===== src/hdl/lpht_pkg.sv =====
// ----------------------------------------------------------------------------
// Linear-probe hash table: shared package
// Types, codes and default sizes used by every file of the hash table block.
// ----------------------------------------------------------------------------
package lpht_pkg;

	// Default sizes of the table.
	localparam int DEF_TABLE_ENTRIES = 256;
	localparam int DEF_KEY_BITS      = 16;
	localparam int DEF_VALUE_BITS    = 16;

	// Fixed widths of the stream fields.
	localparam int KEY_W   = 16;
	localparam int VALUE_W = 16;
	localparam int SLOT_W  = 8;

	// Result codes.
	typedef enum logic [1:0] {
		ST_OK   = 2'd0,
		ST_MISS = 2'd1,
		ST_FULL = 2'd2
	} status_t;

	// Operations of the shared index unit.
	typedef enum logic {
		ALU_SHIFT_IN = 1'b0,
		ALU_INC      = 1'b1
	} alu_op_t;

	// Sequencer states.
	typedef enum logic [2:0] {
		S_CLEAR,
		S_IDLE,
		S_MOD,
		S_READ,
		S_CHECK,
		S_DONE
	} fsm_state_t;

	// One result word.
	typedef struct packed {
		status_t             status;
		logic [SLOT_W-1:0]   slot;
		logic [VALUE_W-1:0]  stored_value;
	} res_t;

endpackage


===== src/hdl/lpht_alu.sv =====
// ----------------------------------------------------------------------------
// Linear-probe hash table: index unit
// One compare-and-subtract against the table size, shared by the home-slot
// remainder steps, the probe advance and the clearing sweep.
// ----------------------------------------------------------------------------
module lpht_alu
	import lpht_pkg::*;
#(
	parameter int TABLE_ENTRIES = DEF_TABLE_ENTRIES
) (
	input  alu_op_t                            op,
	input  logic [$clog2(TABLE_ENTRIES)-1:0]   a,
	input  logic                               bit_in,
	output logic [$clog2(TABLE_ENTRIES)-1:0]   y,
	output logic                               wrap
);

	localparam int IDXW = $clog2(TABLE_ENTRIES);
	localparam logic [IDXW:0] LIMIT = (IDXW+1)'(TABLE_ENTRIES);

	logic [IDXW:0] x;
	logic [IDXW:0] d;

	always_comb begin
		case (op)
			ALU_SHIFT_IN: x = {a, bit_in};
			ALU_INC:      x = {1'b0, a} + (IDXW+1)'(1);
			default:      x = {1'b0, a};
		endcase
		wrap = (x >= LIMIT);
		d    = wrap ? (x - LIMIT) : x;
		y    = d[IDXW-1:0];
	end

endmodule


===== config.mk =====
export PLATFORM = sky130hd
export DESIGN_NAME = lpht_alu
export DESIGN_NICKNAME = d
export VERILOG_FILES = /design/src/hdl/lpht_pkg.sv /design/src/hdl/lpht_alu.sv
export SDC_FILE = /design/constraint.sdc
export NUM_CORES = 1
export LEC_CHECK = 0
export BUFFER_PORTS_ARGS = -buffer_cell sky130_fd_sc_hd__buf_2
export CAP_MARGIN = 20
export CORE_AREA = 5 5 42 44
export DETAILED_ROUTE_END_ITERATION = 16
export DIE_AREA = 0 0 47 49
export PLACE_DENSITY = 0.49
export SLEW_MARGIN = 20
export SYNTH_ARGS = -nofsm -noshare
export SYNTH_HDL_FRONTEND = slang
export SYNTH_SLANG_ARGS = --single-unit

===== constraint.sdc =====
create_clock -name vclk -period 1
set_input_delay 0.1 -clock vclk [all_inputs]
set_output_delay 0.1 -clock vclk [all_outputs]
set_load 0.02 [all_outputs]

Word level (Yosys, flattened, before mapping):

Index checks and enable logic that the tools add are counted.
W data, S select, Z words.

* bits in registers: 0
* logic and storage cells: 6

* $add $sub $neg: 2
* order comparisons: 1
* muxes and demuxes: 2
* bitwise logic cells: 1

Operators by type and width (count)
* $pmux W9 S2: 1
* $add A8 B1 Y9 const B: 1
* $ge A9 B9 Y1 const B: 1
* $mux W8: 1
* $sub A8 B1 Y8 const B: 1
* $not A1 Y1: 1

Depth between registers and ports, before layout:

* word-level depth: 4
* gate-level depth with buffers: 4
* depth with buffers taken out: 4

Least setup slack after synthesis:

OpenSTA, ideal clock, no wires.

* kind: input to output
* from: input a[0]
* to: output y[6]
* arrival: 1.244 ns
* data required time: 0.900 ns
* path slack: -0.344 ns
* stages: 3
* cell sequence: ha_1 -> nand2_1 -> o311ai_0

* longest elaborated chain between the ends: 4
* elaborated cells on any way between the ends: 5
* those cells by class: add/sub: 2; order compare: 1; mux: 2

Ends and longest elaborated chain
* start: declaration: line lpht_alu.sv:12 `input logic [$clog2(TABLE_ENTRIES)-1:0] a,`
* $add A8 B1 Y9: line lpht_alu.sv:27 `ALU_INC: x = {1'b0, a} + (IDXW+1)'(1);`
* $pmux W9 S2 *: line lpht_alu.sv:25 `case (op)`
* $sub A8 B1 Y8 or $ge A9 B9 Y1 (tied branches): line lpht_alu.sv:31, lpht_alu.sv:30
* $mux W8 *: line lpht_alu.sv:31 `d = wrap ? (x - LIMIT) : x;`
* end: declaration: line lpht_alu.sv:14 `output logic [$clog2(TABLE_ENTRIES)-1:0] y,`

Every way passes the cells marked *; elsewhere a longest branch is shown, timed or not.

Worst setup path in the final report:

* from: input a[2]
* to: output y[7]

The elaborated chain is that of the path after synthesis.

==> impl_metrics.tcl <==
set metrics [dict create \
    cp_num_buf_inv 2 \
    synth_cell_type_count 23 \
    cp_cell_sequence "buf_4 > nand3_2 > o211a_1 > a221o_1 > buf_6" \
    cp.required_ps 900 \
    hold_viol 0 \
    finalWorstSetupSlack_ps -12.6 \
    hp-class "in2out" \
    overflow 0 \
    p_per_area_nw_per_um2 493 \
    grt_max_degree 7 \
    drt_pre_antenna_iters 2 \
    period_share_pct 101 \
    status "finished, violations left" \
    die_y_um 49 \
    io_pins 19 \
    num_vias 384 \
    regArea_um2 0 \
    grt.total_usage_pct 7.93 \
    avgSynthCellArea_um2 6.44 \
    fin_util_pct 39.8 \
    num-nets-final 79 \
    startpoint_type "input pin" \
    coreArea_um2 1400 \
    fp.dieArea_um2 2300 \
    drc_errors 0 \
    setup_viol 2 \
    fin_crit_ps 1010 \
    path_max_fanout 4 \
    syn2layout_area_growth_pct 155 \
    end_kind "output pin" \
    grt_pass1_wl_um 1500 \
    diodes 0 \
    synth_fp_nets 45 \
    dp_hpwl_um 708 \
    drive_gt1_share_pct 66.7 \
    fmax_mhz 988 \
    start_util_pct 15.6 \
    final_area_um2 558 \
    cp_num_cells 5 \
    synth_area_um2 219 \
    clock_buffers 0 \
    drt-initial-drc-count 4 \
    post_drt_wl_per_cell_um 10.7 \
    slew_headroom_pct 87.4 \
    antenna_found_initial 0 \
    cp_slowest_cell "a221o_1" \
    n_sequential_cell 0 \
    place_area_um2 434 \
    numPortBuffers 19 \
    vias_per_cell 4.68 \
    max_stage_delay_ps 270 \
    fp.dieW_um 47 \
    peakVddDrop_uv 177 \
    finalPower_mw 0.275 \
    wl_um 879 \
    crit_family "compound AO/OA/AOI/OAI gates" \
    first_global_vias 367 \
    slew_viol_final 0 \
    syn_inst 34 \
    p_leak_nw 0.252 \
    gp_congestion 0.757 \
    rows 14 \
    hold_depth 4 \
    postCtsHoldBufs 0 \
    ant_nets 0 \
    ys_seq_area_share_pct 0 \
    ys_warn_count 0 \
    cp.arrival_ps 910 \
    max-cap-violations 0 \
    path_class "in2out" \
    tightest_slew_ps 189 \
    violations "negative setup slack" \
    rsz0062_at_grt "true" \
]
-- cell usage after synthesis --
| master | n | area share, % |
|---|---|---|
| nand4_1 | 1 | 2.9 |
| inv_1 | 1 | 1.7 |
| nand3_2 | 1 | 4.6 |
| nor3_1 | 3 | 6.9 |
| o211a_1 | 1 | 4.6 |
| o21ai_0 | 3 | 6.9 |
| xor2_1 | 1 | 4.0 |
| ha_1 | 1 | 5.7 |
| nor2b_1 | 1 | 2.9 |
| a32o_1 | 1 | 4.6 |
| a221o_1 | 1 | 4.6 |
| nor2_1 | 3 | 5.1 |
| nand2b_1 | 1 | 2.9 |
| mux2_2 | 1 | 5.1 |
| buf_2 | 1 | 2.3 |
| and4_2 | 1 | 4.6 |
| nand3_1 | 2 | 4.6 |
| a21oi_1 | 3 | 6.9 |
| and2_1 | 1 | 2.9 |
| xnor2_1 | 1 | 4.0 |
| o311ai_0 | 1 | 4.0 |
| o211ai_1 | 1 | 3.4 |
| nand2_1 | 3 | 5.1 |
-- stage by stage --
stage / worst slack [ps] / cells / hold WS [ps] / setup TNS (ps)
floorplan: 66.0 / 34 / 362 / 0
global placement: -99.0 / 81 / 523 / -448
detailed placement: -107 / 81 / 526 / -500
CTS: -32.5 / 82 / 527 / -32.5
global route: -83.8 / 82 / 562 / -242
finish: -12.6 / 82 / 524 / -17.6
-- kinds of logic (layout without fill, tap and decap cells) --
logic type / count (synthesis) / count (layout) / share of synthesized area (%)
AO/OA/AOI/OAI: 11 / 11 / 34.9
multiplexers: 1 / 1 / 5.14
AND/OR/NAND/NOR: 17 / 17 / 42.3
buffers and inverters: 2 / 34 / 4.00
adder cells (fa/ha/maj): 1 / 1 / 5.71
XOR/XNOR: 2 / 2 / 8.00
-- final cells by class --
cell class / count / area [um^2]
fillers: 160 / 843
repair buffers: 33 / 279
multi-input cells: 32 / 255
well taps: 16 / 20.0
inverters: 1 / 3.75
-- routing by layer --
layer  vias to the layer above  part of all wire, %  GRT usage (%)
met3                         0                  6.3           1.11
met4                         0                    0              0
li1                        195                    -              -
met2                         9                   57           14.9
met1                       180                   37           9.57
met5                         -                    0              0
-- layout by cell type, fill, tap and decap left out, drive strengths merged --
cell type and instances:
and4 1, xor2 1, a32o 1, ha 1, o311ai 1, a221o 1, and2 1, o211a 1
a21oi 3, o21ai 3, o211ai 1, mux2 1, nand4 1, buf 33, xnor2 1, nand2 3
inv 1, nor3 3, nor2b 1, nand2b 1, nand3 3, nor2 3
-- repair_timing --
| action | CTS | global route |
|---|---|---|
| gates resized for setup | 22 | 11 |
| buffers inserted | 1 | 0 |
| pin swaps | 3 | 3 |
| endpoints found under the setup margin | 7 | 7 |
-- path summary, 6_finish.rpt --
check,start,end,slack [ps]
max,a[2],y[7],-10
min,bit_in,y[0],520
-- power breakdown --
part / internal (mW) / leakage, nW / total (mW) / switching (mW)
logic: 0.148 / 0.252 / 0.275 / 0.127
clock network: 0 / 0 / 0 / 0
registers: 0 / 0 / 0 / 0
No activity file was read; power rests on OpenSTA's default activity.
