<file path="src/hdl/lpht_pkg.sv">
// ----------------------------------------------------------------------------
// Linear-probe hash table: shared package
// Types, codes and default sizes used by every file of the hash table block.
// ----------------------------------------------------------------------------
package lpht_pkg;

	// Default sizes of the table.
	localparam int DEF_TABLE_ENTRIES = 256;
	localparam int DEF_KEY_BITS      = 16;
	localparam int DEF_VALUE_BITS    = 16;

	// Fixed widths of the stream fields.
	localparam int KEY_W   = 16;
	localparam int VALUE_W = 16;
	localparam int SLOT_W  = 8;

	// Result codes.
	typedef enum logic [1:0] {
		ST_OK   = 2'd0,
		ST_MISS = 2'd1,
		ST_FULL = 2'd2
	} status_t;

	// Operations of the shared index unit.
	typedef enum logic {
		ALU_SHIFT_IN = 1'b0,
		ALU_INC      = 1'b1
	} alu_op_t;

	// Sequencer states.
	typedef enum logic [2:0] {
		S_CLEAR,
		S_IDLE,
		S_MOD,
		S_READ,
		S_CHECK,
		S_DONE
	} fsm_state_t;

	// One result word.
	typedef struct packed {
		status_t             status;
		logic [SLOT_W-1:0]   slot;
		logic [VALUE_W-1:0]  stored_value;
	} res_t;

endpackage

</file>
<file path="src/hdl/lpht_seq.sv">
// ----------------------------------------------------------------------------
// Linear-probe hash table: sequencer
// Clears the table after reset, works out the home slot and walks the probe
// sequence one slot at a time, then holds the result until it is taken.
// ----------------------------------------------------------------------------
module lpht_seq
	import lpht_pkg::*;
#(
	parameter int TABLE_ENTRIES = DEF_TABLE_ENTRIES,
	parameter int KW            = DEF_KEY_BITS,
	parameter int VW            = DEF_VALUE_BITS
) (
	input  logic                               clk,
	input  logic                               arst_n,
	// Item side
	input  logic                               in_valid,
	output logic                               in_ready,
	input  logic                               in_mode,
	input  logic [KW-1:0]                      in_key,
	input  logic [VW-1:0]                      in_val,
	// Result side
	output logic                               done,
	input  logic                               take,
	output res_t                               res,
	// Store
	output logic                               mem_we,
	output logic [$clog2(TABLE_ENTRIES)-1:0]   mem_waddr,
	output logic [KW-1:0]                      mem_wkey,
	output logic [VW-1:0]                      mem_wval,
	output logic                               mem_re,
	output logic [$clog2(TABLE_ENTRIES)-1:0]   mem_raddr,
	input  logic [KW-1:0]                      mem_rkey,
	input  logic [VW-1:0]                      mem_rval,
	// Index unit
	output alu_op_t                            alu_op,
	output logic [$clog2(TABLE_ENTRIES)-1:0]   alu_a,
	output logic                               alu_bit,
	input  logic [$clog2(TABLE_ENTRIES)-1:0]   alu_y,
	input  logic                               alu_wrap
);

	localparam int  IDXW    = $clog2(TABLE_ENTRIES);
	localparam int  BW      = $clog2(KW);
	localparam int  MW      = (KW > IDXW) ? KW : IDXW;
	localparam int  SLW     = (IDXW > SLOT_W) ? IDXW : SLOT_W;
	localparam bit  IS_POW2 = ((1 << IDXW) == TABLE_ENTRIES);

	fsm_state_t       state_q, state_d;
	logic             full_q;
	logic [IDXW-1:0]  idx_q;
	logic [IDXW-1:0]  cnt_q;
	logic [BW-1:0]    bit_q;
	logic             mode_q;
	logic [KW-1:0]    key_q;
	logic [VW-1:0]    val_q;
	res_t             res_q;

	logic             accept;
	logic             key_zero;
	logic [MW-1:0]    key_ext;
	logic [IDXW-1:0]  home;
	logic             hit, empty, last, stop;
	logic [SLW-1:0]   slot_ext;

	assign accept   = in_valid && (state_q == S_IDLE);
	assign key_zero = (in_key == '0);
	assign key_ext  = MW'(in_key);
	assign home     = key_ext[IDXW-1:0];
	assign hit      = (mem_rkey == key_q);
	assign empty    = (mem_rkey == '0);
	assign last     = (cnt_q == IDXW'(TABLE_ENTRIES - 1));
	assign stop     = mode_q ? (empty || last) : (hit || empty || last);
	assign slot_ext = SLW'(idx_q);

	// Next state
	always_comb begin
		state_d = state_q;
		unique case (state_q)
			S_CLEAR: begin
				if (alu_wrap) state_d = S_IDLE;
			end
			S_IDLE: begin
				if (in_valid) begin
					if (key_zero || (in_mode && full_q)) state_d = S_DONE;
					else if (IS_POW2)                    state_d = S_READ;
					else                                 state_d = S_MOD;
				end
			end
			S_MOD: begin
				if (bit_q == '0) state_d = S_READ;
			end
			S_READ:  state_d = S_CHECK;
			S_CHECK: begin
				state_d = stop ? S_DONE : S_READ;
			end
			S_DONE: begin
				if (take) state_d = S_IDLE;
			end
			default: state_d = S_IDLE;
		endcase
	end

	// Outputs
	always_comb begin
		in_ready  = 1'b0;
		done      = 1'b0;
		mem_we    = 1'b0;
		mem_wkey  = key_q;
		mem_re    = 1'b0;
		alu_op    = ALU_INC;
		alu_bit   = 1'b0;
		unique case (state_q)
			S_CLEAR: begin
				mem_we   = 1'b1;
				mem_wkey = '0;
			end
			S_IDLE:  in_ready = 1'b1;
			S_MOD: begin
				alu_op  = ALU_SHIFT_IN;
				alu_bit = key_q[bit_q];
			end
			S_READ:  mem_re = 1'b1;
			S_CHECK: mem_we = mode_q && empty;
			S_DONE:  done = 1'b1;
			default: ;
		endcase
	end

	assign mem_waddr = idx_q;
	assign mem_wval  = val_q;
	assign mem_raddr = idx_q;
	assign alu_a     = idx_q;
	assign res       = res_q;

	// Control state
	always_ff @(posedge clk or negedge arst_n) begin
		if (!arst_n) begin
			state_q <= S_CLEAR;
			full_q  <= 1'b0;
			idx_q   <= '0;
		end else begin
			state_q <= state_d;
			unique case (state_q)
				S_CLEAR: idx_q <= alu_y;
				S_IDLE: begin
					if (accept) idx_q <= IS_POW2 ? home : '0;
				end
				S_MOD:   idx_q <= alu_y;
				S_CHECK: begin
					if (!stop) idx_q <= alu_y;
					if (mode_q && !empty && last) full_q <= 1'b1;
				end
				default: ;
			endcase
		end
	end

	// Item and result payload
	always_ff @(posedge clk) begin
		case (state_q)
			S_IDLE: begin
				if (accept) begin
					mode_q             <= in_mode;
					key_q              <= in_key;
					val_q              <= in_val;
					bit_q              <= BW'(KW - 1);
					cnt_q              <= '0;
					res_q.status       <= key_zero ? ST_MISS : ST_FULL;
					res_q.slot         <= '0;
					res_q.stored_value <= '0;
				end
			end
			S_MOD: bit_q <= bit_q - BW'(1);
			S_CHECK: begin
				cnt_q <= cnt_q + IDXW'(1);
				if (mode_q) begin
					if (empty) begin
						res_q.status       <= ST_OK;
						res_q.slot         <= slot_ext[SLOT_W-1:0];
						res_q.stored_value <= VALUE_W'(val_q);
					end else begin
						res_q.status       <= ST_FULL;
						res_q.slot         <= '0;
						res_q.stored_value <= '0;
					end
				end else if (hit) begin
					res_q.status       <= ST_OK;
					res_q.slot         <= slot_ext[SLOT_W-1:0];
					res_q.stored_value <= VALUE_W'(mem_rval);
				end else begin
					res_q.status       <= ST_MISS;
					res_q.slot         <= '0;
					res_q.stored_value <= '0;
				end
			end
			default: ;
		endcase
	end

`ifndef NO_ASSERTIONS
	// Once the table is marked full it stays so until reset.
	a_full_sticky: assert property (@(posedge clk) disable iff (!arst_n)
		full_q |=> full_q)
		else $error("table full flag cleared");

	// Only an insert can report a full table.
	a_full_insert: assert property (@(posedge clk) disable iff (!arst_n)
		(state_q == S_DONE && res_q.status == ST_FULL) |-> mode_q)
		else $error("full status on a lookup");

	// Any unsuccessful answer carries zero slot and value.
	a_fail_zero: assert property (@(posedge clk) disable iff (!arst_n)
		(state_q == S_DONE && res_q.status != ST_OK) |->
		(res_q.slot == '0 && res_q.stored_value == '0))
		else $error("failed answer with nonzero payload");

	// The clearing sweep only ever hands over to the idle state.
	a_clear_exit: assert property (@(posedge clk) disable iff (!arst_n)
		(state_q == S_CLEAR) |=> (state_q == S_CLEAR || state_q == S_IDLE))
		else $error("clearing sweep left early");
`endif

endmodule

</file>
<file path="config.mk">
export PLATFORM = sky130hd
export DESIGN_NAME = lpht_seq
export DESIGN_NICKNAME = d
export VERILOG_FILES = /design/src/hdl/lpht_pkg.sv /design/src/hdl/lpht_seq.sv
export SDC_FILE = /design/constraint.sdc
export NUM_CORES = 1
export LEC_CHECK = 0
export BUFFER_PORTS_ARGS = -buffer_cell sky130_fd_sc_hd__buf_2
export CAP_MARGIN = 20
export CORE_MARGIN = 2
export CORE_UTILIZATION = 35
export DETAILED_ROUTE_END_ITERATION = 8
export PLACE_DENSITY = 0.72
export SYNTH_ARGS = -nofsm -noshare
export SYNTH_HDL_FRONTEND = slang
export SYNTH_SLANG_ARGS = --single-unit
</file>
<file path="constraint.sdc">
create_clock -name clk -period 3 [get_ports clk]
set_clock_uncertainty 0.1 [all_clocks]
set_input_delay 0.15 -clock clk [delete_from_list [all_inputs] [get_ports clk]]
set_output_delay 0.15 -clock clk [all_outputs]
set_load 0.02 [all_outputs]
</file>
After elaboration in Yosys (flattened, before gate mapping)

Cells that the tools add are included.

Word-level logic and storage cells: 81
Input bits: 78
Flip-flop bits (word level): 83
Output and inout port bits: 88

Reductions and logical operators: 24
Equality and inequality tests: 13
Order comparisons: 1
Add/subtract/negate cells: 2
Mux-type cells: 30

Operators by type and width:

| operator                                                   | number |
|---|---|
| two-way mux 26 bit                                         | 3 |
| one-hot mux 26 bit (2 select lines)                        | 1 |
| zero test 16 bit                                           | 2 |
| two-way mux 25 bit                                         | 1 |
| two-way mux 8 bit                                          | 3 |
| one-hot mux 8 bit (3 select lines)                         | 1 |
| two-way mux 3 bit                                          | 6 |
| one-hot mux 3 bit (6 select lines)                         | 1 |
| equality test 16 bit                                       | 1 |
| two-way mux 16 bit                                         | 1 |
| one-hot mux 8 bit (2 select lines)                         | 1 |
| inequality test 2 bit, second input constant               | 6 |
| adder 8 x 1 -> 8 bit, second input constant                | 1 |
| equality test 8 bit, second input constant                 | 1 |
| one-hot mux 4 bit (2 select lines)                         | 1 |
| AND reduction 2 bit                                        | 4 |
| two-way mux 1 bit                                          | 7 |
| equality test 3 x 2 -> 1 bit, second input constant        | 2 |
| equality test 3 bit, second input constant                 | 2 |
| logical AND 1 bit                                          | 5 |
| less-than comparator 4 x 5 -> 1 bit, second input constant | 1 |
| binary-select mux 1 bit (select 4 bit)                     | 1 |
| zero test 4 bit                                            | 1 |
| logical OR 1 bit                                           | 4 |
| other kinds (12)                                           | 13 |

Longest topological paths before layout

Depth after elaboration: 6
Depth in mapped cells: 7
Gate-level depth less buffers: 6

Worst setup path before layout

Ideal clock, no wire load.

Kind: register -> register
Start: register state_q[1]
End: register cnt_q[0], enable pin
Data arrival time: 1.722 ns
Required time: 2.508 ns
Cell stages (with the launch flop): 6
Library setup time: 0.392 ns
Setup slack: 0.787 ns
Buffers on the path: 2
Cell sequence: dfrtp_1 > buf_6 > nor2_1 > nand2_1 > clkbuf_1 > nand2_1

Longest elaborated chain between the ends: 4
Elaborated cells on any way between the ends: 6

RTL lines:

| item                              | RTL line                        | source |
|---|---|---|
| from (decl)                       | lpht_seq.sv:48                  | `fsm_state_t state_q, state_d;` |
| from (signal assigned)            | lpht_seq.sv:142                 | `state_q <= state_d;` |
| equality test 3 x 1 -> 1 bit      | lpht_seq.sv:65, lpht_seq.sv:160 |  |
| logical AND 1 bit                 | lpht_seq.sv:65                  | `assign accept = in_valid && (state_q == S_IDLE);` |
| inequality test 2 bit (no line)   | -                               |  |
| AND reduction 2 bit (no line) (*) | -                               |  |
| to (signal assigned)              | lpht_seq.sv:175                 | `cnt_q <= cnt_q + IDXW'(1);` |
| to (decl)                         | lpht_seq.sv:51                  | `logic [IDXW-1:0] cnt_q;` |

Every way passes the cells marked *; elsewhere a longest branch is shown, timed or not.
A chain may end at the register's enable or synchronous reset.

Final worst setup path

Start: register bit_q[0]
End: output alu_bit

Longest elaborated chain between the ends: 3

RTL lines:

| item                                    | RTL line        | source |
|---|---|---|
| from (decl)                             | lpht_seq.sv:52  | `logic [BW-1:0] bit_q;` |
| from (signal assigned)                  | lpht_seq.sv:166 | `bit_q <= BW'(KW - 1);` |
| from (signal assigned)                  | lpht_seq.sv:173 | `S_MOD: bit_q <= bit_q - BW'(1);` |
| binary-select mux 1 bit (select 4 bit)  | lpht_seq.sv:120 | `alu_bit = key_q[bit_q];` |
| two-way mux 1 bit (implied by the code) | lpht_seq.sv:120 |  |
| two-way mux 1 bit                       | lpht_seq.sv:112 | `unique case (state_q)` |
| to (decl)                               | lpht_seq.sv:37  | `output logic alu_bit,` |

No other way between the ends. The select of a mux whose other input is x is not followed.

==> results_dict.tcl <==
set metrics [dict create \
    clockRootBuffer "clkbuf_16" \
    clk_pin_slew_ns 0.06 \
    slew_headroom 0.473 \
    maxCapViolCount 0 \
    fin_util 0.486 \
    dr_total_vias 3279 \
    drt_first_pass_iters 4 \
    place.gp.congestion 0.943 \
    synth.distinct_cells 38 \
    clockBufferDepth 2 \
    clkLatencyLatePin_ns 0.33 \
    grt_pass1_vias 3389 \
    grt_max_degree 35 \
    synth-warning-count 0 \
    synth_nets 402 \
    dp_hpwl_um 7930 \
    min_period_ns 2.45 \
    avgRoutedWirePerCell_um 16.3 \
    multiInputGateArea_um2 1390 \
    finalSetupTns_ns 0 \
    clkSinkCount 83 \
    rsz0062_at_grt "no" \
    grt_overflow 0 \
    fill_cells 991 \
    outcome "complete, no violations" \
    finalWirelength_um 10700 \
    crit_start "bit_q[0]" \
    cts_tree "yes" \
    fin_crit_sh 0.817 \
    grt_pass1_wl_um 16900 \
    cp-start-kind "flip-flop" \
    grtUsageTotal 0.172 \
    power.switching_mw 2.04 \
    p_seq_frac 0.395 \
    min-delay-start "take" \
    drv_slew 0 \
    yosysSeqAreaShare 0.601 \
    fin_nets 589 \
    synth_common_cells "edfxtp_1, nand2_1, nor2_1, xnor2_1, nor2b_1" \
    p_int_mw 3.13 \
    port_buffers 165 \
    fp.dieH_um 112 \
    synth_edf_count 71 \
    initial_utilization 0.356 \
    yosysTopAreaCell "edfxtp_1" \
    cts_buffers 9 \
    pwr-share-comb 0.399 \
    leakage_nw 2.24 \
    area_delta_synth_final_pct 36.7 \
    drc 0 \
    power_density_nw_per_um2 935 \
    final_hold_viol_count 0 \
    ant_nets 0 \
    synth.area.top_cells "edfxtp_1, dfrtp_1, xnor2_1" \
    die_w_um 112 \
    netlist_area_um2 4050 \
    tightest_slew_ns 0.790 \
    fp-row-count 39 \
    rr_startpoint "key_q[3]" \
    first_iter_violations 185 \
    vias_per_cell 4.99 \
    synthMostInstantiatedCell "edfxtp_1" \
    cp-end-kind "output port" \
    ys_async_sr_fraction 0.145 \
    die_area_um2 12400 \
    ys.flop_type "edfxtp_1" \
    seq_area_um2 2430 \
    cts_resized 0 \
    swShare 0.395 \
    drive_gt1_frac 0.407 \
    ios 166 \
    worst-path-max-fanout 7 \
    diodes 0 \
    synth-seq-cells 83 \
    grt_antenna_before_repair 0 \
    hold_buffers 34 \
    hold_path.class "input pin to flip-flop" \
    post_cts_buffers 0 \
    synth_cells 322 \
    arrival_ns 2.20 \
    core_um2 11400 \
    yosys.area.top_type_share 0.527 \
    required_ns 2.75 \
    h-tree-depth 3 \
    vdd_ir_drop_max_mv 0.632 \
    worstSetupPathType "flip-flop to output port" \
    fmaxAchievable_ghz 0.408 \
    setup_viol 0 \
    clkPwrFrac 0.206 \
    syn-mean-instance-area_um2 12.6 \
]
[logic make-up after synthesis]
kind of cell               count (synthesis)  share of synthesized area
and+or+nand+nor                          124                      0.159
DFF                                       83                      0.601
buffers and inverters                     37                     0.0582
AOI/OAI and AO/OA                         31                     0.0473
xor gates and xnor gates                  24                     0.0520
muxes                                     21                     0.0761
adders and majority gates                  2                    0.00619
[flip-flops by register name, indices dropped and copies added (netlist names)]
signal	flops
bit_q	4
res	26
full_q	1
alu_a	8
state_q	3
mem_wval	16
mode_q	1
cnt_q	8
key_q	16
[metal layers]
metal,global-route usage,up-vias,part of all wire
met4,0.0807,0,0.027
li1,-,1533,-
met1,0.212,1595,0.42
met2,0.301,127,0.51
met5,0,-,0
met3,0.0240,24,0.046
[metrics by stage]
stage / setup slack, ns / hold slack (ns) / instances / area, um2 / power [mW]
after floorplan: 0.787 / -0.246 / 322 / 4050 / 3.50
after global placement: 0.737 / -0.0502 / 607 / 4900 / 4.07
after detailed placement: 0.650 / -0.0444 / 607 / 4900 / 4.09
after CTS: 0.533 / 0.0261 / 657 / 5530 / 5.21
after global routing: 0.472 / 0.0710 / 657 / 5530 / 5.43
final: 0.550 / 0.0273 / 657 / 5530 / 5.17
[cell usage in the layout (no fill, tap or decap), types with 2 or more instances in the layout]
cell type,count
and3_1,4
dlygate4sd3_1,34
clkinvlp_4,2
xnor2_1,21
nor3b_1,4
dfrtp_1,12
clkinv_2,2
xor2_1,3
mux4_1,4
nand2_1,29
buf_2,165
ha_1,2
nand3_1,16
mux2_2,16
nor2_1,21
nor2b_1,20
buf_4,7
clkbuf_1,2
a21oi_1,19
and2_1,4
nand2b_1,2
clkbuf_16,9
edfxtp_1,71
nor3_1,4
nand4_1,6
inv_1,7
a32oi_1,5
or2_2,2
nor4_1,8
[worst paths after layout]
| path | end | slack [ns] | cells past startpoint |
|---|---|---|---|
| hold / removal | state_q[2] | 0.03 | 4 |
| setup reg to reg | res[18] | 0.61 | 5 |
| hold reg to reg | full_q | 0.45 | 2 |
| min in group asynchronous | alu_a[5] | 0.13 | 2 |
| setup / recovery | alu_bit | 0.55 | 4 |
| max in group asynchronous | state_q[0] | 2.44 | 2 |
[power groups by stage]
stage	clock, mW	combinational [mW]	sequential, mW
5_1_grt	1.13	2.20	2.10
2_1_floorplan	0	1.25	2.25
3_3_place_gp	0	2.01	2.06
3_5_place_dp	0	2.03	2.06
4_1_cts	1.09	2.08	2.05
6_report	1.06	2.06	2.04
[cell type report]
cell class / instances / share of cell area
clock buffer: 11 / 0.0421
clock inverter: 5 / 0.00995
inverter: 7 / 0.00475
multi-input combinational: 202 / 0.251
sequential: 83 / 0.440
tap: 143 / 0.0324
timing repair buffer: 206 / 0.220
[critical path: stages, from the launching register on]
cell,delay [ns]
edfxtp_1,0.49
mux4_1,0.59
mux4_2,0.46
and2_1,0.17
buf_2,0.15
Note: power is estimated with default switching activity, not from simulation.
